`src/hdl/stream_count_sum_min_max_defines.svh`:
```
// ----------------------------------------------------------------------------
// Assertion macros for the stream count/sum/min/max block
// Each macro checks one clocked property on the rising edge. The check is
// held off while the reset is asserted.
// ----------------------------------------------------------------------------
`ifndef STREAM_COUNT_SUM_MIN_MAX_DEFINES_SVH
`define STREAM_COUNT_SUM_MIN_MAX_DEFINES_SVH

// Same-cycle implication: the consequent must hold in the cycle of the antecedent.
`define SCSMM_ASSERT_IMP(label, clk, rstn, ante, cons, msg) \
  label: assert property (@(posedge clk) disable iff (!rstn) (ante) |-> (cons)) \
    else $error(msg);

// Next-cycle implication: the consequent must hold in the cycle after the antecedent.
`define SCSMM_ASSERT_NXT(label, clk, rstn, ante, cons, msg) \
  label: assert property (@(posedge clk) disable iff (!rstn) (ante) |=> (cons)) \
    else $error(msg);

`endif

```
`src/hdl/scsmm_pkg.sv`:
```
// ----------------------------------------------------------------------------
// scsmm_pkg
// Shared types and constants of the stream count/sum/min/max aggregate.
// ----------------------------------------------------------------------------
`default_nettype none

package scsmm_pkg;

  localparam int unsigned MaxLanes = 8;
  localparam int unsigned ValueW   = 64;

  // Node counts of the lane merge tree.
  localparam int unsigned L1Nodes = MaxLanes / 2;
  localparam int unsigned L2Nodes = MaxLanes / 4;

  typedef logic [ValueW-1:0] value_t;

  typedef enum logic [1:0] {
    KIND_COUNT = 2'd0,
    KIND_SUM   = 2'd1,
    KIND_MIN   = 2'd2,
    KIND_MAX   = 2'd3
  } stat_kind_e;

  // Partial aggregate of one lane, or of a group of lanes.
  typedef struct packed {
    value_t sum;
    value_t vmin;
    value_t vmax;
  } lane_acc_t;

  // Aggregate of a whole packet.
  typedef struct packed {
    value_t    count;
    lane_acc_t acc;
  } agg_t;

  // Neutral element of the lane merge.
  localparam lane_acc_t LaneAccIdentity = '{sum: '0, vmin: '1, vmax: '0};

  function automatic lane_acc_t combine_acc(lane_acc_t a, lane_acc_t b);
    lane_acc_t r;
    r.sum  = a.sum + b.sum;
    r.vmin = (b.vmin < a.vmin) ? b.vmin : a.vmin;
    r.vmax = (b.vmax > a.vmax) ? b.vmax : a.vmax;
    return r;
  endfunction

endpackage

`default_nettype wire

```
`src/hdl/scsmm_merge.sv`:
```
// ----------------------------------------------------------------------------
// scsmm_merge
// Three-level registered tree that merges the lane aggregates of a packet.
// ----------------------------------------------------------------------------
`default_nettype none
`include "stream_count_sum_min_max_defines.svh"

module scsmm_merge (
  input  logic                 clk_i,
  input  logic                 rst_ni,
  input  logic                 snap_valid_i,
  output logic                 snap_take_o,
  input  scsmm_pkg::lane_acc_t lane_acc_i [scsmm_pkg::MaxLanes],
  input  scsmm_pkg::value_t    count_i,
  output logic                 res_valid_o,
  input  logic                 res_take_i,
  output scsmm_pkg::agg_t      res_o
);
  import scsmm_pkg::*;

  logic      v1_q, v2_q, v3_q;
  logic      v1_d, v2_d, v3_d;
  logic      en1, en2, en3;
  lane_acc_t l1_q [L1Nodes];
  lane_acc_t l2_q [L2Nodes];
  value_t    cnt1_q, cnt2_q;
  agg_t      res_q;

  // A stage loads when it is empty or its content moves on this cycle.
  assign en3 = !v3_q || res_take_i;
  assign en2 = !v2_q || en3;
  assign en1 = !v1_q || en2;

  assign v1_d = en1 ? snap_valid_i : v1_q;
  assign v2_d = en2 ? v1_q : v2_q;
  assign v3_d = en3 ? v2_q : v3_q;

  always_ff @(posedge clk_i or negedge rst_ni) begin
    if (!rst_ni) begin
      v1_q <= 1'b0;
      v2_q <= 1'b0;
      v3_q <= 1'b0;
    end else begin
      v1_q <= v1_d;
      v2_q <= v2_d;
      v3_q <= v3_d;
    end
  end

  always_ff @(posedge clk_i) begin
    if (en1) begin
      for (int i = 0; i < L1Nodes; i++) begin
        l1_q[i] <= combine_acc(lane_acc_i[2*i], lane_acc_i[2*i+1]);
      end
      cnt1_q <= count_i;
    end
    if (en2) begin
      for (int i = 0; i < L2Nodes; i++) begin
        l2_q[i] <= combine_acc(l1_q[2*i], l1_q[2*i+1]);
      end
      cnt2_q <= cnt1_q;
    end
    if (en3) begin
      res_q.acc   <= combine_acc(l2_q[0], l2_q[1]);
      res_q.count <= cnt2_q;
    end
  end

  assign snap_take_o = en1;
  assign res_valid_o = v3_q;
  assign res_o       = res_q;

  `SCSMM_ASSERT_NXT(a_res_hold, clk_i, rst_ni, res_valid_o && !res_take_i, res_valid_o && $stable(res_o), "merged result changed while waiting")

endmodule

`default_nettype wire

```
`config.mk`:
```
export PLATFORM = sky130hd
export DESIGN_NAME = scsmm_merge
export DESIGN_NICKNAME = d
export VERILOG_FILES = /design/src/hdl/scsmm_pkg.sv /design/src/hdl/scsmm_merge.sv
export VERILOG_INCLUDE_DIRS = /design/src /design/src/hdl
export SDC_FILE = /design/constraint.sdc
export NUM_CORES = 2
export LEC_CHECK = 0
export BUFFER_PORTS_ARGS = -buffer_cell sky130_fd_sc_hd__clkbuf_2
export CAP_MARGIN = 30
export CELL_PAD_IN_SITES_DETAIL_PLACEMENT = 1
export CELL_PAD_IN_SITES_GLOBAL_PLACEMENT = 2
export CORE_AREA = 2 2 733 735
export CTS_CLUSTER_DIAMETER = 60
export DETAILED_ROUTE_END_ITERATION = 10
export DIE_AREA = 0 0 735 737
export PLACE_DENSITY_LB_ADDON = 0.1
export REMOVE_ABC_BUFFERS = 1
export SYNTH_ARGS = -nofsm -noshare
export SYNTH_HDL_FRONTEND = slang
export SYNTH_SLANG_ARGS = --single-unit
```
`constraint.sdc`:
```
create_clock -name clk_i -period 37.9 [get_ports clk_i]
set_input_delay 7.58 -clock clk_i [delete_from_list [all_inputs] [get_ports clk_i]]
set_output_delay 7.58 -clock clk_i [all_outputs]
set_load 0.02 [all_outputs]
```
==> impl_metrics.csv <==
group,metric,value,unit
synth,synth_common_cells,"edfxtp_1, ha_1, inv_1, a21oi_1, mux2_2",
sta,finalSetupTns,0,ns
critical_path,cpPeakStageDelay,0.33,ns
clocking,htreeDepth,5,
synth,synth.most_common_cell,"edfxtp_1",
global_route,grt-ovfl-total,0,
critical_path,required,30.32,ns
synth,synth_cells,9452,
pwr,total_power,8680,uW
sta,min_period,16.15,ns
synth,post-synth-top-area-cell,"edfxtp_1",
cells_and_area,area_growth,26.1,%
synth,synth_area,0.105,sq mm
critical_path,ff2ff_setup_slack,32.69,ns
clocking,cts_made_buffers,274,
synth,async_flop_share,0.00195,
route,wirelength,544000,um
placement,dp_hpwl,464000,um
critical_path,reg2regPathDepth,7,
critical_path,arrival,8.57,ns
clocking,clk_latency,0.92,ns
critical_path,slowest_stage,"nand4b_1",
sta,holdWs,0.408,ns
global_route,grt_use_total,0.193,
critical_path,crit_path_start_kind,"input port",
die,die_w,735,um
synth,synth_top_area_frac,0.439,
global_route,grt_first_pass_wirelength,739000,um
critical_path,timing.rr.start,"res_valid_o$_DFFE_PN0P_",
critical_path,path_cells,"clkbuf_2 > nand4b_1 > buf_4 > clkbuf_2",
cells_and_area,drive_above_1_share,0.277,
die,die_h,737,um
pwr,p_leak,0.0595,uW
clocking,ctsLongestPathBuffers,4,
route,postRouteAntennaNets,0,
die,coreArea,0.534,sq mm
route,drt-initial-drc-count,3904,
die,std_cell_rows,269,
sta,tightest_slew,1.08,ns
worst_hold_path,min_path_cells,0,
sta,post-route-period-util,0.426,
worst_hold_path,hp-class,"flop to flop",
critical_path,critPathTopFamily,"buffers and inverters",
synth,yosysWarningCount,0,
global_route,antenna_found_initial,292,
sta,fmax,61.9,MHz
status,status,"finished clean",
run,drv_cap,0,
synth,ys.flop_type,"edfxtp_1",
route,vias_per_cell,4.57,
clocking,post_cts_buffers,0,
clocking,cts_resized,0,
sta,clock-skew-final,0.0657,ns
clocking,cts_tree,"yes",
clocking,clkTransAtPathRegs,0.06,ns
die,io_pins,1862,
global_route,grt_max_degree,111,
placement,gp_congestion,0.909,
synth,synth_seq_cells,1539,
synth,synth_cell_types,87,
synth,synth_area_leaders,"edfxtp_1, ha_1, mux2_2",
die,initial_utilization,0.196,
route,wl_per_cell,29.0,um
critical_path,critical_path_buf_inv_count,3,
sta,finalHoldViolations,0,
die,die_area,0.542,sq mm
worst_hold_path,hold_path.startpoint,"cnt1_q[33]$_DFFE_PP_",
pwr,power_density,65.5,mW/mm^2
route,num_vias,85500,
critical_path,end_kind,"output pin",
critical_path,cp_common_cell,"clkbuf_2",
cells_and_area,nFillCells,60300,
critical_path,crit_path_max_fanout,3,
clocking,root_buffer,"clkbuf_16",
synth,yosysSeqAreaShare,0.440,
clocking,clock-sinks,1539,
clocking,holdBufCountCts,0,
sta,timing.final.max_slew_violations,0,
synth,synth-edff-count,1536,
critical_path,reg2reg_to,"l1_q[0][4]$_DFFE_PP_",
pwr,vdd_ir_drop_max,55.9,uV
placement,io_buffer_count,1861,
sta,rsz0062_at_grt,"no",
global_route,grt_pass1_vias,91800,
synth,syn_area_per_cell,11.1,sq um
route,drc,0,
worst_hold_path,hold_end,"cnt2_q[33]$_DFFE_PP_",
critical_path,path_class,"input port to output pin",
sta,finalSetupViolations,0,
cells_and_area,fin_nets,14300,
sta,relSlewSlack,0.274,
critical_path,cp.depth,4,
route,dr.pass1.iters,5,
[through the flow]
step                      area, sq um   util  std cells  worst slack (ns)
after floorplan                104000      -       9153             -2.02
after global placement         123000  0.230      18100             21.68
after detailed placement       123000  0.230      18200             21.69
after CTS                      132000  0.247      18600             21.69
after global routing           132000  0.247      18700             21.72
final                          132000  0.248      18700             21.75
[routing by layer]
layer  vias to the layer above  GRT usage  wire length [um]
met5                         -          0               898
met4                       138     0.0470             14800
met3                       821     0.0427             29300
met2                      2209      0.350            273000
met1                     42600      0.230            225000
li1                      39800          -                 -
[worst max path at each step]
stage / slack, ns / startpoint / endpoint
CTS: 21.69 / res_take_i / snap_take_o
detailed placement: 21.69 / res_take_i / snap_take_o
global route: 21.72 / res_take_i / snap_take_o
floorplan: -2.02 / res_take_i / cnt1_q[0]$_DFFE_PP_
global placement: 21.68 / res_take_i / snap_take_o
finish: 21.75 / res_take_i / snap_take_o
[cell families (layout without fill, tap and decap cells)]
logic type | count (synthesis) | after routing | synth area share
other | 0 | 79 | 0
adders and majority gates | 1337 | 1337 | 0.160
muxes | 772 | 772 | 0.0827
AOI/OAI and AO/OA | 2580 | 2580 | 0.162
buffers and inverters | 1292 | 3446 | 0.0464
and+or+nand+nor | 1505 | 1505 | 0.0736
DFF | 1539 | 1539 | 0.440
xor gates and xnor gates | 427 | 427 | 0.0356
[cell type report]
type | count | area (sq um) | share of cell area
multi-input cells | 6621 | 54100 | 0.409
well taps | 7046 | 8820 | 0.0666
flip-flops and latches | 1539 | 46200 | 0.349
diodes | 79 | 198 | 0.00149
clock inverters | 180 | 1890 | 0.0143
repair buffers | 1959 | 10300 | 0.0778
clock buffers | 314 | 7110 | 0.0537
inverters | 993 | 3730 | 0.0282
[layout by cell type, fill, tap and decap left out, types with 20 or more instances in the layout]
cell type / synthesis / layout
xnor2_1: 265 / 265
nand2_1: 342 / 341
buf_4: 0 / 75
o21bai_1: 86 / 85
clkbuf_16: 0 / 279
clkbuf_2: 0 / 1861
nand2b_1: 57 / 55
ha_1: 1330 / 1330
nor4_1: 56 / 55
and4_1: 30 / 30
a211oi_1: 59 / 58
nor2_1: 295 / 294
o211ai_1: 41 / 41
nand4_1: 299 / 299
clkinv_1: 0 / 34
or3_1: 25 / 25
clkinvlp_4: 0 / 25
clkinv_4: 0 / 20
clkinv_2: 0 / 36
a31oi_1: 67 / 67
mux2_2: 766 / 766
diode_2: 0 / 79
xor2_1: 162 / 162
a21o_1: 650 / 650
bufinv_16: 0 / 22
clkbuf_1: 268 / 35
o21a_1: 59 / 55
inv_1: 993 / 993
nor3_1: 77 / 76
and2_1: 29 / 29
a221o_1: 80 / 80
and3_1: 51 / 50
o21ai_0: 326 / 326
nand3_1: 108 / 107
inv_6: 0 / 25
a21oi_1: 773 / 772
o22ai_1: 135 / 135
a22o_1: 64 / 64
nor2b_1: 88 / 88
edfxtp_1: 1536 / 1536
[state kept, by name (all words and copies together) (netlist names)]
register	flops
res_valid_o	1
cnt1_q	64
v1_q	1
v2_q	1
cnt2_q	64
l2_q	384
l1_q	768
res_o	256
[power breakdown]
group / switching, uW / total [uW] / internal (uW) / leakage (uW)
sequential: 235 / 2730 / 2490 / 0.0157
combinational: 2190 / 3460 / 1270 / 0.0395
clock: 976 / 2490 / 1520 / 0.00434
total: 3400 / 8680 / 5270 / 0.0595
Note: power is estimated with default switching activity, not from simulation.
