==> src/hdl/stream_count_sum_min_max_defines.svh <==
// ----------------------------------------------------------------------------
// Assertion macros for the stream count/sum/min/max block
// Each macro checks one clocked property on the rising edge. The check is
// held off while the reset is asserted.
// ----------------------------------------------------------------------------
`ifndef STREAM_COUNT_SUM_MIN_MAX_DEFINES_SVH
`define STREAM_COUNT_SUM_MIN_MAX_DEFINES_SVH

// Same-cycle implication: the consequent must hold in the cycle of the antecedent.
`define SCSMM_ASSERT_IMP(label, clk, rstn, ante, cons, msg) \
  label: assert property (@(posedge clk) disable iff (!rstn) (ante) |-> (cons)) \
    else $error(msg);

// Next-cycle implication: the consequent must hold in the cycle after the antecedent.
`define SCSMM_ASSERT_NXT(label, clk, rstn, ante, cons, msg) \
  label: assert property (@(posedge clk) disable iff (!rstn) (ante) |=> (cons)) \
    else $error(msg);

`endif

==> src/hdl/scsmm_pkg.sv <==
// ----------------------------------------------------------------------------
// scsmm_pkg
// Shared types and constants of the stream count/sum/min/max aggregate.
// ----------------------------------------------------------------------------
`default_nettype none

package scsmm_pkg;

  localparam int unsigned MaxLanes = 8;
  localparam int unsigned ValueW   = 64;

  // Node counts of the lane merge tree.
  localparam int unsigned L1Nodes = MaxLanes / 2;
  localparam int unsigned L2Nodes = MaxLanes / 4;

  typedef logic [ValueW-1:0] value_t;

  typedef enum logic [1:0] {
    KIND_COUNT = 2'd0,
    KIND_SUM   = 2'd1,
    KIND_MIN   = 2'd2,
    KIND_MAX   = 2'd3
  } stat_kind_e;

  // Partial aggregate of one lane, or of a group of lanes.
  typedef struct packed {
    value_t sum;
    value_t vmin;
    value_t vmax;
  } lane_acc_t;

  // Aggregate of a whole packet.
  typedef struct packed {
    value_t    count;
    lane_acc_t acc;
  } agg_t;

  // Neutral element of the lane merge.
  localparam lane_acc_t LaneAccIdentity = '{sum: '0, vmin: '1, vmax: '0};

  function automatic lane_acc_t combine_acc(lane_acc_t a, lane_acc_t b);
    lane_acc_t r;
    r.sum  = a.sum + b.sum;
    r.vmin = (b.vmin < a.vmin) ? b.vmin : a.vmin;
    r.vmax = (b.vmax > a.vmax) ? b.vmax : a.vmax;
    return r;
  endfunction

endpackage

`default_nettype wire

==> src/hdl/scsmm_lane.sv <==
// ----------------------------------------------------------------------------
// scsmm_lane
// Per-lane accumulator: running sum, minimum and maximum of one lane.
// ----------------------------------------------------------------------------
`default_nettype none

module scsmm_lane (
  input  logic                 clk_i,
  input  logic                 load_i,
  input  logic                 fresh_i,
  input  scsmm_pkg::value_t    value_i,
  output scsmm_pkg::lane_acc_t acc_o
);
  import scsmm_pkg::*;

  lane_acc_t acc_q, acc_d;
  lane_acc_t base;

  // A fresh packet starts from the neutral element.
  always_comb begin
    base       = fresh_i ? LaneAccIdentity : acc_q;
    acc_d.sum  = base.sum + value_i;
    acc_d.vmin = (value_i < base.vmin) ? value_i : base.vmin;
    acc_d.vmax = (value_i > base.vmax) ? value_i : base.vmax;
  end

  always_ff @(posedge clk_i) begin
    if (load_i) begin
      acc_q <= acc_d;
    end
  end

  assign acc_o = acc_q;

endmodule

`default_nettype wire

==> config.mk <==
export PLATFORM = sky130hd
export DESIGN_NAME = scsmm_lane
export DESIGN_NICKNAME = d
export VERILOG_FILES = /design/src/hdl/stream_count_sum_min_max_defines.svh /design/src/hdl/scsmm_pkg.sv /design/src/hdl/scsmm_lane.sv
export SDC_FILE = /design/constraint.sdc
export NUM_CORES = 1
export LEC_CHECK = 0
export ABC_CLOCK_PERIOD_IN_PS = 7800
export BUFFER_PORTS_ARGS = -buffer_cell sky130_fd_sc_hd__buf_2
export CORE_MARGIN = 10
export CORE_UTILIZATION = 60
export DETAILED_ROUTE_END_ITERATION = 10
export GPL_TIMING_DRIVEN = 0
export PLACE_DENSITY = 0.85
export SYNTH_ARGS = -nofsm -noshare
export SYNTH_HDL_FRONTEND = slang
export SYNTH_SLANG_ARGS = --single-unit
export TNS_END_PERCENT = 10
==> constraint.sdc <==
create_clock -name clk_i -period 7.8 [get_ports clk_i]
set_input_delay 0.39 -clock clk_i [delete_from_list [all_inputs] [get_ports clk_i]]
set_output_delay 0.39 -clock clk_i [all_outputs]
set_load 0.05 [all_outputs]
==> flow_summary.toml, run 1 <==
[critical_path]
path_class = "input port to flip-flop"
crit_family = "buffers and inverters"
worst_r2r_endpoint = "acc_o[188]"
cpPeakStageDelay_ns = 0.76
crit_chain = "buf_2, clkbuf_1, clkbuf_1, nor2_1, ha_1, nand2_1, nor4_1, nand4_1, a21oi_1, a22o_1, a21oi_1, o21ai_0, clkbuf_1, clkbuf_1, a21oi_1"
reg2reg_setup_slack_ns = 3.41
cp.required_ns = 7.97
cp_common_cell = "clkbuf_1"
startpoint = "fresh_i"
startpoint_type = "input port"
cp_slowest_cell = "clkbuf_1"
cp-endpoint = "acc_o[94]"
cp.arrival_ns = 5.56
worstRegToRegCells = 13
end_kind = "flip-flop"
crit_cells = 15
path_buf_inv = 5
worstReg2RegStart = "acc_o[128]"
timing.critical_path.fanout_max = 10

[floorplan]
core-area_sq_um = 24300
fp-row-count = 57
die_area_sq_um = 31500
io_pins = 259
die_x_microns = 177
initial_utilization = 0.611
die_height_microns = 177

[timing]
post-route-min-period_ns = 5.38
slew_violations = 0
setup_ws_ns = 2.42
setup-tns-final_ns = 0
worstMarginPinSlew_ns = 0.993
hold_viol_final = 0
fin_worst_skew_ns = 0.0190
rsz0062_at_grt = "false"
fmax_mhz = 186
finalCritPeriodShare = 0.690
setup_viol_count_final = 0
relSlewSlack = 0.338

[logic_synthesis]
syn_nets = 1784
yosysSeqAreaShare = 0.388
synth_top_family_by_area = "compound AO/OA/AOI/OAI gates"
synth_area_per_cell_sq_um = 9.74
muxShareOfSynthArea = 0.0432
synth_top_area_share = 0.388
synth_area_sq_um = 14900
synth_cells = 1526
ys_warn_count = 0
synthTopCellsByArea = "edfxtp_1, ha_1, a21oi_1"
yosys_register_bits = 192
synth_cell_type_count = 71
synth-compound-area-share = 0.172
synthFlopType = "edfxtp_1"
ys_top_cells_by_count = "edfxtp_1, ha_1, a21oi_1"
synth_area_leader_cell = "edfxtp_1"
async_flop_share = 0
yosys.area_share.simple = 0.154
synth_fa_ha_area_frac = 0.161
synth_edf_count = 192
synth.most_common_cell = "edfxtp_1"
synth-xor-area-share = 0.0371

[hold_path]
min_from = "value_i[0]"
hold_path.class = "input port to flip-flop"

[drt]
dr.pass1.iters = 7
routed_wl_microns = 46400
wl_per_cell_microns = 21.7
drt_iter0_markers = 1346
ant_nets = 0
vias = 13100
vias_per_cell = 6.14
drc_errors = 0

[finish]
drive_gt1_frac = 0.182
largest_reg_flops = 192
syn_to_final_growth_pct = 15.5
antenna_cells = 0
fin_nets = 2062
num-fill-cells = 1892

[grt]
busiest_layer = "met2"
use_met1 = 0.390
gr-usage-met2 = 0.465
gr-total-overflow = 0
grt_max_degree = 124
globalRouteTotalUtil = 0.287
met3_usage = 0.0512
grt_pass1_wl_microns = 71800
grt_pass1_vias = 12900
antenna_found_initial = 0

[pwr]
power.density_nw_per_um2 = 231
peakVddDrop_uv = 131
power.leakage_nw = 8.00

[clock_network]
clk_pin_slew_worst_paths_ns = 0.08
clock_sinks = 192
ctsHoldBuffers = 0
cts-root-buf = "clkbuf_16"
ctsResizeCount = 0
cts_tree = "built"
cts_setup_buffers = 0
clock_latency_ns = 0.45
cts_htree_levels = 4
numCtsBuffers = 17
cts_max_path_buffers = 2

[place]
gp_congestion = 0.941
portBuffers = 258
hpwl_microns = 36500
post-place-ws_ns = 2.22

[outcome]
status = "finished, final reports clean"

[job]
drv_cap = 0
cells in the final DEF, fill, tap and decap left out, drive strengths merged, types with 7 or more instances in the layout:
| cell | count |
|---|---|
| ha | 190 |
| o21a | 11 |
| nor3 | 9 |
| edfxtp | 192 |
| o21bai | 9 |
| o21ai | 62 |
| clkbuf | 72 |
| xor2 | 28 |
| nand2 | 57 |
| nor2 | 162 |
| a221oi | 7 |
| buf | 276 |
| o211ai | 7 |
| a31oi | 8 |
| xnor2 | 35 |
| nand4 | 44 |
| nand3 | 14 |
| nand2b | 72 |
| a21oi | 175 |
| mux2i | 63 |
| nor2b | 71 |
| inv | 92 |
| a21o | 88 |
cells by family after synthesis:
family,after synthesis
AOI/OAI and AO/OA,409
xor gates and xnor gates,63
adders and majority gates,191
buffers and inverters,154
DFF,192
muxes,64
and+or+nand+nor,453
per-layer routing:
layer	wire, microns	share of wire
met4	932	0.020
met5	0	0
met2	21500	0.46
met3	3850	0.083
met1	20100	0.43
area by class of cell:
| cell class | count | area, sq um | area share |
|---|---|---|---|
| Tap cell | 324 | 405 | 0.0236 |
| Clock buffer | 18 | 429 | 0.0250 |
| Multi-Input combinational cell | 1180 | 8440 | 0.492 |
| Clock inverter | 14 | 140 | 0.00816 |
| Inverter | 82 | 308 | 0.0179 |
| Buffer | 72 | 347 | 0.0202 |
| Timing Repair Buffer | 259 | 1330 | 0.0774 |
| Sequential cell | 192 | 5770 | 0.336 |
through the flow:
stage	utilization	area (sq um)	hold slack (ns)	cells	total power [W]
floorplan	-	14900	0.502	1526	0.00262
global placement	0.681	16600	0.600	2108	0.00304
detailed placement	0.682	16600	0.612	2109	0.00308
CTS	0.706	17200	0.331	2141	0.00396
global route	0.706	17200	0.342	2141	0.00414
finish	0.706	17200	0.347	2141	0.00397
worst min-delay path by stage:
stage	endpoint	depth (start not counted)
final	acc_o[128]	2
after global routing	acc_o[128]	2
after CTS	acc_o[128]	2
after detailed placement	acc_o[98]	2
after global placement	acc_o[115]	2
after floorplan	acc_o[0]	0
report_power, final:
part / internal [W] / switching (W) / total [W]
combinational: 0.000506 / 0.00116 / 0.00166
sequential: 0.00133 / 0.0000841 / 0.00142
clock: 0.000430 / 0.000458 / 0.000887
(Power assumes the default switching activity.)
==> run 2, diff against run 1 <==
Settings changed: ABC_CLOCK_PERIOD_IN_PS 7800 to 4700, CORE_UTILIZATION 60 to 52, PLACE_DENSITY 0.85 to 0.78.
Clock period 7.8 ns to 4.7 ns, I/O delays scaled along.
==> flow_summary.toml, run 2 (synthesis gave the netlist of run 1 again) <==
[outcome]
status = "finished, final reports clean"

[clock_network]
clock_latency_ns = 0.46
ctsHoldBuffers = 0
cts_setup_buffers = 0
ctsResizeCount = 7
clock_sinks = 192
cts-root-buf = "clkbuf_16"
clk_pin_slew_worst_paths_ns = 0.08
numCtsBuffers = 17
cts_htree_levels = 4
cts_tree = "built"
cts_max_path_buffers = 2

[hold_path]
hold-path-cell-count = 2
hold_path.class = "input port to flip-flop"
min_from = "value_i[0]"
hold-path-endpoint = "acc_o[128]"

[floorplan]
io_pins = 259
die_area_sq_um = 35700
initial_utilization = 0.531
fp-row-count = 61
die_height_microns = 189
die_x_microns = 189
core-area_sq_um = 28000

[critical_path]
startpoint_type = "input port"
path_class = "input port to flip-flop"
cp.arrival_ns = 4.73
cp.required_ns = 4.88
worstReg2RegStart = "acc_o[128]"
timing.critical_path.fanout_max = 10
worst_r2r_endpoint = "acc_o[188]"
reg2reg_setup_slack_ns = 0.26
end_kind = "flip-flop"
worstRegToRegCells = 13

[finish]
fin_nets = 2062
drive_gt1_frac = 0.190
largest_reg_flops = 192
final_common_cell = "buf_2"
antenna_cells = 0
final_cell_mix = "buf_2, edfxtp_1, ha_1"
fin_area_sq_um = 17300
final_cells = 2195
syn_to_final_growth_pct = 16.2

[grt]
antenna_found_initial = 0
gr-total-overflow = 0
grt_pass1_wl_microns = 72500
globalRouteTotalUtil = 0.256
grt_pass1_vias = 12700
grt_max_degree = 109

[timing]
worstMarginPinSlew_ns = 0.905
relSlewSlack = 0.396
finalCritPeriodShare = 0.966
slew_violations = 0
hold_viol_final = 0
fin_worst_skew_ns = 0.0136
post-route-min-period_ns = 4.54
setup_ws_ns = 0.158
rsz0062_at_grt = "false"
setup_viol_count_final = 0
fmax_mhz = 220

[place]
gp_congestion = 0.908
post-place-ws_ns = -0.980
place_area_sq_um = 16700
hpwl_microns = 36800
dp.cells = 2163
portBuffers = 258

[drt]
ant_nets = 0
vias_per_cell = 5.94
routed_wl_microns = 47200
vias = 13000
drc_errors = 0
drt_iter0_markers = 1349
wl_per_cell_microns = 21.5
dr.pass1.iters = 6

[pwr]
power.leakage_nw = 8.03
power.density_nw_per_um2 = 382
power_w = 0.00660
peakVddDrop_uv = 261

[job]
drv_cap = 0
-- run 2: changes by cell type in the layout (fill, tap and decap cells not counted), sizes merged --
cell,change
inv,-3
clkinv,+2
clkinvlp,+2
buf,-1
-- run 2: stage by stage --
stage | hold slack [ns] | utilization | setup TNS [ns]
after global routing | 0.174 | 0.616 | 0
after CTS | 0.141 | 0.616 | 0
after floorplan | 0.347 | - | 0
after detailed placement | 0.611 | 0.595 | -94.14
final | 0.163 | 0.616 | 0
after global placement | 0.599 | 0.594 | -87.88
-- run 2: worst max-delay path by stage --
stage	cells after the start	to	from
2_1_floorplan	15	acc_o[188]	fresh_i
3_3_place_gp	15	acc_o[102]	fresh_i
3_5_place_dp	15	acc_o[104]	fresh_i
4_1_cts	15	acc_o[121]	fresh_i
5_1_grt	16	acc_o[82]	fresh_i
6_report	15	acc_o[188]	fresh_i
-- run 2: cell type report --
type / instances / area, sq um
clock inverters: 15 / 149
multi-input cells: 1180 / 8460
inverters: 82 / 308
repair buffers: 259 / 1330
flip-flops and latches: 192 / 5770
well taps: 378 / 473
plain buffers: 72 / 362
fillers: 2382 / 10700
clock buffers: 17 / 425
-- run 2: critical path: stages --
cell and delay [ns]:
buf_2 0.15, clkbuf_1 0.39, clkbuf_2 0.41, nor2b_1 0.14
fa_1 0.45, a21o_1 0.20, a221oi_2 0.39, nor4_1 0.12
a211o_1 0.38, a31oi_1 0.36, o41a_1 0.36, o221ai_2 0.19
a221oi_2 0.51, o31ai_1 0.24, xor2_1 0.19
-- run 2: power by group --
part | switching (W) | internal [W] | leakage, nW | total, W
sequential | 0.000142 | 0.00221 | 1.88 | 0.00235
combinational | 0.00192 | 0.000840 | 5.87 | 0.00276
clock | 0.000781 | 0.000708 | 0.277 | 0.00149
-- run 2: per-layer routing --
| layer | global-route usage | vias up | part of all wire |
|---|---|---|---|
| li1 | - | 6133 | - |
| met1 | 0.341 | 6204 | 0.43 |
| met2 | 0.402 | 621 | 0.45 |
| met3 | 0.0643 | 75 | 0.096 |
| met4 | 0.0791 | 0 | 0.026 |
| met5 | 0 | - | 0 |
==> run 3, diff against run 2 <==
Settings changed: BUFFER_PORTS_ARGS -buffer_cell sky130_fd_sc_hd__buf_2 to -buffer_cell sky130_fd_sc_hd__buf_4.
==> flow_summary.toml, run 3 (synthesis gave the netlist of run 1 again) <==
[floorplan]
die_height_microns = 189
die_area_sq_um = 35700
initial_utilization = 0.531
core-area_sq_um = 28000
fp-row-count = 61
io_pins = 259
die_x_microns = 189

[finish]
final_common_cell = "buf_4"
syn_to_final_growth_pct = 20.6
final_cell_mix = "buf_4, edfxtp_1, ha_1"
fin_util = 0.640
fin_area_sq_um = 17900
largest_reg_flops = 192
antenna_cells = 0
drive_gt1_frac = 0.187
fin_nets = 2062
num-fill-cells = 2323

[critical_path]
crit_cells = 16
end_kind = "flip-flop"
crit_chain = "buf_4, clkbuf_2, clkbuf_2, nor2b_1, ha_1, fa_1, a21o_1, a221oi_2, nor4_1, a211o_1, a31oi_1, o41a_1, o221ai_2, a221oi_2, o31ai_1, xor2_1"
cp.arrival_ns = 4.68
startpoint = "fresh_i"
cp.required_ns = 4.86
cp_slowest_cell = "a221oi_2"
reg2reg_setup_slack_ns = 0.21
path_class = "input port to flip-flop"
worst_r2r_endpoint = "acc_o[188]"
crit_family = "compound AO/OA/AOI/OAI gates"
timing.critical_path.fanout_max = 10
worstReg2RegStart = "acc_o[128]"
cp-endpoint = "acc_o[188]"
cpPeakStageDelay_ns = 0.49
startpoint_type = "input port"
worstRegToRegCells = 13
path_buf_inv = 3

[place]
portBuffers = 258
hpwl_microns = 37600
place_area_sq_um = 17300
gp_congestion = 0.915

[pwr]
peakVddDrop_uv = 209
power.density_nw_per_um2 = 380
switching_share = 0.409
p_sw_w = 0.00278
seqPwrFrac = 0.347
clock_power_share = 0.225
power.leakage_nw = 8.25
internal_power_w = 0.00402
p_comb_frac = 0.428

[timing]
relSlewSlack = 0.440
post-route-min-period_ns = 4.52
fin_worst_skew_ns = 0.0147
setup-tns-final_ns = 0
slew_violations = 0
fmax_mhz = 221
worstMarginPinSlew_ns = 0.841
hold_viol_final = 0
finalCritPeriodShare = 0.962
rsz0062_at_grt = "false"
setup_viol_count_final = 0

[clock_network]
numCtsBuffers = 17
cts_setup_buffers = 0
cts_max_path_buffers = 2
clk_pin_slew_worst_paths_ns = 0.07
cts-root-buf = "clkbuf_16"
clock_sinks = 192
cts_htree_levels = 4
clock_latency_ns = 0.45
cts_tree = "built"
ctsHoldBuffers = 0

[drt]
vias_per_cell = 5.94
drc_errors = 0
wl_per_cell_microns = 21.9
dr.pass1.iters = 5
vias = 13000
ant_nets = 0
drt_iter0_markers = 1431
routed_wl_microns = 47900

[hold_path]
hold_path.class = "input port to flip-flop"

[job]
drv_cap = 0

[grt]
gr-total-overflow = 0
grt_pass1_vias = 12900
antenna_found_initial = 0
grt_pass1_wl_microns = 73800
globalRouteTotalUtil = 0.260
grt_max_degree = 112

[outcome]
status = "finished, final reports clean"
-- run 3: cell type report --
class                      instances  area, sq um  area share
inverter                          82          308      0.0172
buffer                            72          369      0.0206
tap                              378          473      0.0264
clock buffer                      20          437      0.0244
sequential                       192         5770       0.322
multi-input combinational       1180         8460       0.472
clock inverter                    11          141     0.00789
timing repair buffer             259         1970       0.110
-- run 3: worst min path at each step --
stage / startpoint / end / slack, ns / cells past startpoint
after floorplan: load_i / acc_o[0] / 0.35 / 0
after global placement: value_i[0] / acc_o[128] / 0.58 / 2
after detailed placement: value_i[0] / acc_o[128] / 0.58 / 2
after CTS: value_i[0] / acc_o[128] / 0.12 / 2
after global routing: value_i[0] / acc_o[128] / 0.14 / 2
final: value_i[0] / acc_o[128] / 0.13 / 2
-- run 3: metrics by stage --
stage               cells  total power (W)  setup WS [ns]  hold slack, ns
CTS                  2194          0.00679         0.0683           0.119
floorplan            1526          0.00435          0.901           0.347
global route         2194          0.00710        0.00294           0.144
global placement     2162          0.00523         -0.870           0.580
detailed placement   2163          0.00527         -0.994           0.583
finish               2194          0.00680          0.180           0.135
-- run 3: routing by layer --
layer  vias up  wire length [microns]  part of all wire  global-route usage
met5         -                      0                 0                   0
li1       6143                      -                 -                   -
met4         0                    964             0.020              0.0708
met2       587                  22100              0.46               0.420
met3        56                   3940             0.082              0.0467
met1      6242                  21000              0.44               0.351
-- run 3: repair_timing --
action / CTS / global route
setup endpoints to repair: 113 / 69
hold endpoints to repair: 0 / 0
gates resized for setup: 8 / 13
-- run 3: worst reg2reg max path, stage by stage (launching register included) --
cell      delay (ns)
edfxtp_1        0.43
nor2b_1         0.16
ha_1            0.23
fa_1            0.42
a21o_1          0.20
a221oi_2        0.41
nor4_1          0.12
a211o_1         0.38
a31oi_1         0.37
o41a_1          0.36
o221ai_2        0.19
a221oi_2        0.49
o31ai_1         0.24
xor2_1          0.20
-- run 3: power groups by stage --
stage	sequential [W]	clock, W	combinational [W]
after floorplan	0.00311	0	0.00125
after global placement	0.00240	0	0.00283
after detailed placement	0.00239	0	0.00288
after CTS	0.00236	0.00153	0.00290
after global routing	0.00238	0.00159	0.00312
final	0.00236	0.00153	0.00291
