===== src/hdl/stream_count_sum_min_max_defines.svh =====
// ----------------------------------------------------------------------------
// Assertion macros for the stream count/sum/min/max block
// Each macro checks one clocked property on the rising edge. The check is
// held off while the reset is asserted.
// ----------------------------------------------------------------------------
`ifndef STREAM_COUNT_SUM_MIN_MAX_DEFINES_SVH
`define STREAM_COUNT_SUM_MIN_MAX_DEFINES_SVH

// Same-cycle implication: the consequent must hold in the cycle of the antecedent.
`define SCSMM_ASSERT_IMP(label, clk, rstn, ante, cons, msg) \
  label: assert property (@(posedge clk) disable iff (!rstn) (ante) |-> (cons)) \
    else $error(msg);

// Next-cycle implication: the consequent must hold in the cycle after the antecedent.
`define SCSMM_ASSERT_NXT(label, clk, rstn, ante, cons, msg) \
  label: assert property (@(posedge clk) disable iff (!rstn) (ante) |=> (cons)) \
    else $error(msg);

`endif


===== src/hdl/scsmm_pkg.sv =====
// ----------------------------------------------------------------------------
// scsmm_pkg
// Shared types and constants of the stream count/sum/min/max aggregate.
// ----------------------------------------------------------------------------
`default_nettype none

package scsmm_pkg;

  localparam int unsigned MaxLanes = 8;
  localparam int unsigned ValueW   = 64;

  // Node counts of the lane merge tree.
  localparam int unsigned L1Nodes = MaxLanes / 2;
  localparam int unsigned L2Nodes = MaxLanes / 4;

  typedef logic [ValueW-1:0] value_t;

  typedef enum logic [1:0] {
    KIND_COUNT = 2'd0,
    KIND_SUM   = 2'd1,
    KIND_MIN   = 2'd2,
    KIND_MAX   = 2'd3
  } stat_kind_e;

  // Partial aggregate of one lane, or of a group of lanes.
  typedef struct packed {
    value_t sum;
    value_t vmin;
    value_t vmax;
  } lane_acc_t;

  // Aggregate of a whole packet.
  typedef struct packed {
    value_t    count;
    lane_acc_t acc;
  } agg_t;

  // Neutral element of the lane merge.
  localparam lane_acc_t LaneAccIdentity = '{sum: '0, vmin: '1, vmax: '0};

  function automatic lane_acc_t combine_acc(lane_acc_t a, lane_acc_t b);
    lane_acc_t r;
    r.sum  = a.sum + b.sum;
    r.vmin = (b.vmin < a.vmin) ? b.vmin : a.vmin;
    r.vmax = (b.vmax > a.vmax) ? b.vmax : a.vmax;
    return r;
  endfunction

endpackage

`default_nettype wire


===== src/hdl/scsmm_if.sv =====
// ----------------------------------------------------------------------------
// scsmm stream interfaces
// Valid/ready channels for the input stream words and the result items.
// ----------------------------------------------------------------------------
`default_nettype none


interface scsmm_out_if;
  logic                  valid;
  logic                  ready;
  scsmm_pkg::value_t     stat_value;
  scsmm_pkg::stat_kind_e stat_kind;
  logic                  final_result;

  modport source (
    output valid, stat_value, stat_kind, final_result,
    input  ready
  );
  modport sink (
    input  valid, stat_value, stat_kind, final_result,
    output ready
  );
endinterface

`default_nettype wire


===== src/hdl/scsmm_ser.sv =====
// ----------------------------------------------------------------------------
// scsmm_ser
// Output register that issues one packet aggregate as four result transactions.
// ----------------------------------------------------------------------------
`default_nettype none
`include "stream_count_sum_min_max_defines.svh"

module scsmm_ser (
  input  logic              clk_i,
  input  logic              rst_ni,
  input  logic              res_valid_i,
  output logic              res_take_o,
  input  scsmm_pkg::agg_t   res_i,
  scsmm_out_if.source       out_o
);
  import scsmm_pkg::*;

  logic       vo_q, vo_d;
  stat_kind_e kind_q, kind_d;
  agg_t       hold_q;
  logic       out_fire;
  logic       last_beat;

  assign out_fire  = vo_q && out_o.ready;
  assign last_beat = out_fire && (kind_q == KIND_MAX);

  // A new aggregate loads as the maximum of the previous one leaves.
  assign res_take_o = res_valid_i && (!vo_q || last_beat);

  always_comb begin
    vo_d = vo_q;
    if (res_take_o) begin
      vo_d = 1'b1;
    end else if (last_beat) begin
      vo_d = 1'b0;
    end
  end

  always_comb begin
    kind_d = kind_q;
    if (out_fire) begin
      kind_d = (kind_q == KIND_MAX) ? KIND_COUNT : stat_kind_e'(kind_q + 2'd1);
    end
  end

  always_ff @(posedge clk_i or negedge rst_ni) begin
    if (!rst_ni) begin
      vo_q   <= 1'b0;
      kind_q <= KIND_COUNT;
    end else begin
      vo_q   <= vo_d;
      kind_q <= kind_d;
    end
  end

  always_ff @(posedge clk_i) begin
    if (res_take_o) begin
      hold_q <= res_i;
    end
  end

  always_comb begin
    unique case (kind_q)
      KIND_COUNT: out_o.stat_value = hold_q.count;
      KIND_SUM:   out_o.stat_value = hold_q.acc.sum;
      KIND_MIN:   out_o.stat_value = hold_q.acc.vmin;
      KIND_MAX:   out_o.stat_value = hold_q.acc.vmax;
      default:    out_o.stat_value = hold_q.count;
    endcase
  end

  assign out_o.valid        = vo_q;
  assign out_o.stat_kind    = kind_q;
  assign out_o.final_result = (kind_q == KIND_MAX);

  `SCSMM_ASSERT_NXT(a_ser_continue, clk_i, rst_ni, out_fire && (kind_q != KIND_MAX), vo_q && (kind_q != KIND_COUNT), "result sequence broken before maximum")
  `SCSMM_ASSERT_IMP(a_ser_load_slot, clk_i, rst_ni, res_take_o, !vo_q || (kind_q == KIND_MAX), "aggregate loaded over unsent results")

endmodule

`default_nettype wire


===== src/flat_wrapper.sv =====
// flat-port wrapper written by rule: the top's interface ports become plain ports
module scsmm_ser_flat import scsmm_pkg::*;
  (clk_i, rst_ni, res_valid_i, res_take_o, res_i, out_o_valid, out_o_stat_value, out_o_stat_kind, out_o_final_result, out_o_ready);
  scsmm_out_if out_o_i ();
  input  logic clk_i;
  input  logic rst_ni;
  input  logic res_valid_i;
  output logic res_take_o;
  input  scsmm_pkg::agg_t res_i;
  output wire logic [$bits(out_o_i.valid)-1:0] out_o_valid;
  output wire logic [$bits(out_o_i.stat_value)-1:0] out_o_stat_value;
  output wire logic [$bits(out_o_i.stat_kind)-1:0] out_o_stat_kind;
  output wire logic [$bits(out_o_i.final_result)-1:0] out_o_final_result;
  input wire logic [$bits(out_o_i.ready)-1:0] out_o_ready;
  assign out_o_valid = out_o_i.valid;
  assign out_o_stat_value = out_o_i.stat_value;
  assign out_o_stat_kind = out_o_i.stat_kind;
  assign out_o_final_result = out_o_i.final_result;
  assign out_o_i.ready = out_o_ready;
  scsmm_ser u_core (.clk_i(clk_i), .rst_ni(rst_ni), .res_valid_i(res_valid_i), .res_take_o(res_take_o), .res_i(res_i), .out_o(out_o_i));
endmodule

===== config.mk =====
export PLATFORM = sky130hd
export DESIGN_NAME = scsmm_ser_flat
export DESIGN_NICKNAME = d
export VERILOG_FILES = /design/src/hdl/scsmm_pkg.sv /design/src/hdl/scsmm_if.sv /design/src/hdl/scsmm_ser.sv /design/src/flat_wrapper.sv
export VERILOG_INCLUDE_DIRS = /design/src /design/src/hdl
export SDC_FILE = /design/constraint.sdc
export NUM_CORES = 1
export LEC_CHECK = 0
export BUFFER_PORTS_ARGS = -buffer_cell sky130_fd_sc_hd__buf_4
export CORE_ASPECT_RATIO = 0.8
export CORE_UTILIZATION = 40
export CTS_CLUSTER_DIAMETER = 150
export CTS_CLUSTER_SIZE = 40
export DETAILED_ROUTE_END_ITERATION = 10
export PLACE_DENSITY_LB_ADDON = 0.3
export SLEW_MARGIN = 20
export SYNTH_ARGS = -nofsm -noshare
export SYNTH_HDL_FRONTEND = slang
export SYNTH_SLANG_ARGS = --single-unit

===== constraint.sdc =====
create_clock -name clk_i -period 20.3 [get_ports clk_i]
set_input_delay 2.03 -clock clk_i [delete_from_list [all_inputs] [get_ports clk_i]]
set_output_delay 2.03 -clock clk_i [all_outputs]
set_load 0.01 [all_outputs]

==> impl_metrics.env, run 1 <==
export IMPL_crit_type="in -> out"
export IMPL_post_drt_wl_per_cell_um=19.5
export IMPL_post_route_drc_count=0
export IMPL_numCtsBuffers=10
export IMPL_core_area_um2=23500
export IMPL_synth_area_leaders="edfxtp_1 80%, a222oi_1 6.7%, mux2i_1 6.7%"
export IMPL_routed_wl_mm=22.0
export IMPL_gp_congestion=0.756
export IMPL_crit_path_start_kind="input port"
export IMPL_detail_route_antenna_nets=0
export IMPL_n_antenna_cell=0
export IMPL_fin_crit_ns=5.36
export IMPL_cts_sinks=259
export IMPL_synth_cell_types=16
export IMPL_row_count=50
export IMPL_intPower_uw=1060
export IMPL_yosys_area_top_type="edfxtp_1"
export IMPL_cts_tree="yes"
export IMPL_clkTransAtPathRegs_ns=0.14
export IMPL_postSynthCellCount=492
export IMPL_synth_area_per_cell_um2=19.5
export IMPL_grt_pass1_vias=5803
export IMPL_worstMarginPinSlew_ns=1.07
export IMPL_final_hold_violation_count=0
export IMPL_cts_buffer_depth=3
export IMPL_end_kind="primary output"
export IMPL_io_buffers=328
export IMPL_post_cts_buffers=0
export IMPL_setup_slack_ns=14.94
export IMPL_synth_seq_area_share_pct=80.8
export IMPL_syn_to_final_growth_pct=31.6
export IMPL_ys_seq_elements=259
export IMPL_maxCapViolCount=0
export IMPL_switchingPower_uw=500
export IMPL_cp_required_ns=18.27
export IMPL_die_area_um2=24700
export IMPL_slew_viol_final=0
export IMPL_dr_total_vias=5625
export IMPL_setup_viol=0
export IMPL_dr_pass1_iters=8
export IMPL_die_y_um=141
export IMPL_combPwrFrac_pct=38.8
export IMPL_p_clk_share_pct=16.4
export IMPL_skew_ns=0.0246
export IMPL_p_seq_share_pct=44.8
export IMPL_cp_arrival_ns=3.33
export IMPL_dp_hpwl_mm=14.6
export IMPL_rsz0062_at_grt="false"
export IMPL_outcome="finished clean"
export IMPL_root_buffer="clkbuf_16"
export IMPL_initial_utilization_pct=41.0
export IMPL_clock_fmax_mhz=187
export IMPL_netlist_area_um2=9610
export IMPL_num_io_pins=329
export IMPL_yosysWarnings=0
export IMPL_hold_path_class="reg -> reg"
export IMPL_netlist_area_leader_share_pct=80.0
export IMPL_initialDrtViolationCount=632
export IMPL_cts_htree_levels=1
export IMPL_relSlewSlack_pct=28.8
export IMPL_netSwitchingFraction_pct=32.1
export IMPL_ir_drop_uv=75.8
export IMPL_syn_nets=756
export IMPL_period_share_pct=26.4
export IMPL_path_max_fanout=171
export IMPL_post_place_ws_ns=14.94
export IMPL_antenna_found_initial=0
export IMPL_p_per_area_nw_per_um2=123
export IMPL_cts_repair_resized=0
export IMPL_die_x_um=175
export IMPL_viasPerCell=5.00
export IMPL_clk_latency_ns=0.49
export IMPL_leakage_uw=0.00496
export IMPL_grt_overflow=0
export IMPL_layout_drive_gt1_share_pct=43.3
export IMPL_setup_tns_ns=0
export IMPL_hold_buffers=0
export IMPL_final_nets=1074
export IMPL_power_uw=1560
export IMPL_grt_use_total_pct=17.2
export IMPL_grt_start_max_net_pins=172
export IMPL_grt_pass1_wl_mm=32.2
-- power by group through the flow --
| stage | Combinational, uW | Clock [uW] | Sequential (uW) |
|---|---|---|---|
| 2_1_floorplan | 344 | 0 | 746 |
| 3_3_place_gp | 614 | 0 | 709 |
| 3_5_place_dp | 617 | 0 | 712 |
| 4_1_cts | 618 | 263 | 699 |
| 5_1_grt | 655 | 280 | 705 |
| 6_report | 605 | 256 | 699 |
-- synthesized netlist by cell type --
cell and instances:
a222oi_1 64, nor2_1 1, mux2i_1 64, buf_4 1
ha_1 4, nand2_1 1, or2_1 1, mux2_1 1
buf_6 12, dfrtp_1 3, nor2b_1 1, a21boi_1 1
edfxtp_1 256, buf_2 15, mux2_2 1, inv_1 66
-- critical path, stage by stage --
cell	delay (ns)
buf_4	0.08
a21boi_1	0.10
nor2b_4	0.14
buf_12	0.63
buf_4	0.25
-- path summary, 6_finish.rpt --
check / endpoint / cells past startpoint / startpoint / slack (ns)
max: res_take_o / 5 / out_o_ready / 14.94
min: u_core.out_o.stat_kind[1] / 1 / u_core.out_o.stat_kind[1] / 0.62
max reg2reg: u_core.hold_q[216] / 5 / u_core.out_o.stat_kind[0] / 17.19
min reg2reg: u_core.out_o.stat_kind[1] / 1 / u_core.out_o.stat_kind[1] / 0.62
max in group asynchronous: u_core.out_o.stat_kind[0] / 1 / rst_ni / 18.90
min in group asynchronous: u_core.out_o.valid / 1 / rst_ni / 1.30
-- through the flow --
| stage | util (%) | hold WS [ns] | std cells | area (um^2) |
|---|---|---|---|---|
| after global placement | 52.6 | 0.585 | 1110 | 12300 |
| final | 53.9 | 0.616 | 1125 | 12600 |
| after CTS | 53.9 | 0.620 | 1125 | 12600 |
| after floorplan | - | 0.599 | 492 | 9610 |
| after detailed placement | 52.6 | 0.588 | 1110 | 12300 |
| after global routing | 53.9 | 0.657 | 1125 | 12600 |
-- cells in the final DEF (no fill, tap or decap) --
master,count
clkbuf_1,3
a21boi_1,1
dfrtp_1,3
nor2b_4,1
clkinv_16,1
ha_2,3
ha_4,1
buf_4,332
or2_1,1
clkbuf_16,11
mux2_2,1
buf_12,1
nand2_1,1
a222oi_1,64
buf_6,1
nor2_1,1
mux2_1,1
mux2i_1,64
edfxtp_1,256
inv_1,66
-- registers in the layout (all words and copies together), names as in the netlist --
signal / cells
u_core.out_o.valid: 1
u_core.out_o.stat_kind: 2
u_core.hold_q: 256
-- cell type report --
| type | count | area, um^2 |
|---|---|---|
| fillers | 1888 | 10800 |
| flip-flops and latches | 259 | 7760 |
| repair buffers | 334 | 2520 |
| multi-input cells | 139 | 1410 |
| well taps | 312 | 390 |
| clock buffers | 14 | 287 |
| inverters | 66 | 248 |
| clock inverters | 1 | 30.0 |
-- cell families after synthesis --
family | Yosys count | share of synthesized area [%]
fa+ha+maj | 4 | 0.521
flops | 259 | 80.8
mux | 66 | 6.90
compound gates | 65 | 6.74
buf+inv | 94 | 4.84
simple gates | 4 | 0.208
-- metal layers --
metal  wire, um  share of wire (%)  vias up  track usage, %
li1           -                  -     2612               -
met2      10800                 49      273            29.8
met5          0                  0        -               0
met3       2600                 12       17            6.85
met1       8300                 38     2723            20.4
met4        308                1.4        0            3.30
No activity file was read; power rests on OpenSTA's default activity.
==> inputs of run 2 (changes only) <==
--- a/config.mk
+++ b/config.mk
@@ -6,6 +6,7 @@
 export SDC_FILE = /design/constraint.sdc
 export NUM_CORES = 1
 export LEC_CHECK = 0
+export ABC_AREA = 1
 export BUFFER_PORTS_ARGS = -buffer_cell sky130_fd_sc_hd__buf_4
 export CORE_ASPECT_RATIO = 0.8
 export CORE_UTILIZATION = 40
==> constraint.sdc (replaced) <==
create_clock -name clk_i -period 4.4 [get_ports clk_i]
set_input_delay 0.44 -clock clk_i [delete_from_list [all_inputs] [get_ports clk_i]]
set_output_delay 0.44 -clock clk_i [all_outputs]
set_load 0.01 [all_outputs]
==> run 2 against run 1 <==
Effect of this change:
- largest cell class unchanged
- critical endpoint is now out_o_stat_value[25]
- clock-buffer cell count fell by 1
- final area rose by 4.5%
- largest power group is now combinational cells
- critical path depth rose by 3
==> impl_metrics.env, run 2 <==
export IMPL_outcome="finished clean"
export IMPL_fin_crit_ns=3.14
export IMPL_synth_area_leaders="edfxtp_1 76%, nand2_1 11%, nor2_1 7.2%"
export IMPL_netlist_area_leader_share_pct=75.6
export IMPL_dr_total_vias=6732
export IMPL_cp_required_ns=3.96
export IMPL_fill_cells=2134
export IMPL_relSlewSlack_pct=40.9
export IMPL_synth_seq_area_share_pct=76.4
export IMPL_initialDrtViolationCount=364
export IMPL_setup_tns_ns=0
export IMPL_grt_pass1_wl_mm=35.1
export IMPL_crit_path_start_kind="flop"
export IMPL_grt_use_total_pct=17.5
export IMPL_synth_cell_types=14
export IMPL_cts_repair_resized=0
export IMPL_root_buffer="clkbuf_16"
export IMPL_p_per_area_nw_per_um2=590
export IMPL_maxCapViolCount=0
export IMPL_cts_tree="yes"
export IMPL_cp_arrival_ns=2.70
export IMPL_rsz0062_at_grt="false"
export IMPL_final_hold_violation_count=0
export IMPL_placed_area_um2=12900
export IMPL_initial_utilization_pct=41.3
export IMPL_dr_pass1_iters=4
export IMPL_n_antenna_cell=0
export IMPL_clock_fmax_mhz=319
export IMPL_grt_overflow=0
export IMPL_clkTransAtPathRegs_ns=0.14
export IMPL_leakage_uw=0.00566
export IMPL_largest_register_ffs=256
export IMPL_post_route_drc_count=0
export IMPL_async_reset_ff_share_pct=1.16
export IMPL_antenna_found_initial=0
export IMPL_yosys_area_top_type="edfxtp_1"
export IMPL_final_nets=1405
export IMPL_die_area_um2=26100
export IMPL_slew_viol_final=0
export IMPL_cts_htree_levels=1
export IMPL_ys_seq_elements=259
export IMPL_top_register="u_core.hold_q"
export IMPL_row_count=51
export IMPL_ys_top_cells_by_count="286 x nand2_1, 256 x edfxtp_1, 195 x nor2_1, 38 x nand2_2, 19 x buf_2"
export IMPL_grt_start_max_net_pins=135
export IMPL_hold_path_class="in -> reg"
export IMPL_final_area_um2=13200
export IMPL_core_area_um2=24600
export IMPL_worstMarginPinSlew_ns=0.886
export IMPL_layout_drive_gt1_share_pct=34.7
export IMPL_detail_route_antenna_nets=0
export IMPL_post_drt_wl_per_cell_um=16.2
export IMPL_synth_most_common_cell="nand2_1"
export IMPL_io_buffers=328
export IMPL_synth_edf_count=256
export IMPL_end_kind="primary output"
export IMPL_layout_common_cells="337 x buf_4, 285 x nand2_1, 256 x edfxtp_1, 195 x nor2_1, 38 x nand2_2"
export IMPL_final_common_cell="buf_4"
export IMPL_synth_area_per_cell_um2=12.3
export IMPL_routed_wl_mm=23.6
export IMPL_ys_flop_type="edfxtp_1"
export IMPL_syn_to_final_growth_pct=30.0
export IMPL_num_io_pins=329
export IMPL_postSynthCellCount=824
export IMPL_dp_hpwl_mm=16.1
export IMPL_numCtsBuffers=10
export IMPL_crit_type="reg -> out"
export IMPL_die_x_um=180
export IMPL_period_share_pct=71.3
export IMPL_viasPerCell=4.61
export IMPL_gp_congestion=0.782
export IMPL_grt_pass1_vias=6565
export IMPL_netlist_area_um2=10200
export IMPL_skew_ns=0.0175
export IMPL_setup_viol=0
export IMPL_yosysWarnings=0
export IMPL_path_max_fanout=78
export IMPL_die_y_um=145
export IMPL_cts_sinks=259
export IMPL_cts_buffer_depth=3
export IMPL_ir_drop_uv=355
export IMPL_clk_latency_ns=0.49
export IMPL_syn_nets=1088
-- run 2: cell count changes after synthesis, moves of 38 or more --
cell / change
nand2_1: +285
nor2_1: +194
a222oi_1: -64
mux2i_1: -64
inv_1: -63
nand2_2: +38
-- run 2: cell type report --
| type | count | area, um^2 | area share, % |
|---|---|---|---|
| clock buffers | 13 | 283 | 2.14 |
| repair buffers | 340 | 2580 | 19.5 |
| multi-input cells | 526 | 2140 | 16.2 |
| clock inverters | 1 | 30.0 | 0.227 |
| well taps | 318 | 398 | 3.01 |
| flip-flops and latches | 259 | 7760 | 58.7 |
| inverters | 4 | 17.5 | 0.133 |
-- run 2: logic make-up after synthesis --
kind of cell | synth area share (%)
DFF | 76.4
buffers and inverters | 2.89
and+or+nand+nor | 20.1
adders and majority gates | 0.492
AOI/OAI and AO/OA | 0.148
-- run 2: worst max-delay path, cell delays in order (launching register included) --
cell and delay (ns):
dfrtp_2 0.44, inv_1 0.09, ha_1 0.23, inv_4 0.60, buf_4 0.36, nand2_1 0.08, nor2_1 0.12, nor2_1 0.05
buf_4 0.13
-- run 2: layer usage --
metal	up-vias	global-route usage [%]	wire (um)
li1	3334	-	-
met1	3123	22.7	9750
met2	252	29.2	11400
met3	23	5.11	2060
met4	0	4.32	414
met5	-	0	0
-- run 2: per-stage QoR --
step	power [uW]	hold WS [ns]	util [%]	cells	setup slack (ns)
3_5_place_dp	6720	0.235	52.4	1446	1.78
5_1_grt	8330	0.0730	53.7	1461	1.04
6_report	7800	0.106	53.7	1461	1.26
2_1_floorplan	5390	0.144	-	824	-1.22
4_1_cts	7920	0.0846	53.7	1461	1.22
3_3_place_gp	6680	0.232	52.4	1446	1.81
-- run 2: worst paths after layout --
kind	startpoint	end	slack, ns	cells after the start
min	res_i[245]	u_core.hold_q[245]	0.11	1
min reg2reg	u_core.out_o.valid	u_core.out_o.valid	0.60	2
min in group asynchronous	rst_ni	u_core.out_o.valid	0.27	2
max	u_core.out_o.stat_kind[0]	out_o_stat_value[25]	1.26	8
max in group asynchronous	rst_ni	u_core.out_o.stat_kind[1]	4.02	2
max reg2reg	u_core.out_o.stat_kind[1]	u_core.hold_q[39]	1.79	4
-- run 2: where the power goes --
part	internal (uW)	switching, uW	total, uW	leakage [uW]
combinational	1340	1970	3310	0.00312
sequential	3180	107	3290	0.00239
clock	474	735	1210	0.000149
-- run 2: timing repair --
action,CTS,global route
hold buffers,1,0
setup buffers,0,0
endpoints found under the hold margin,3,0
endpoints found under the setup margin,0,0
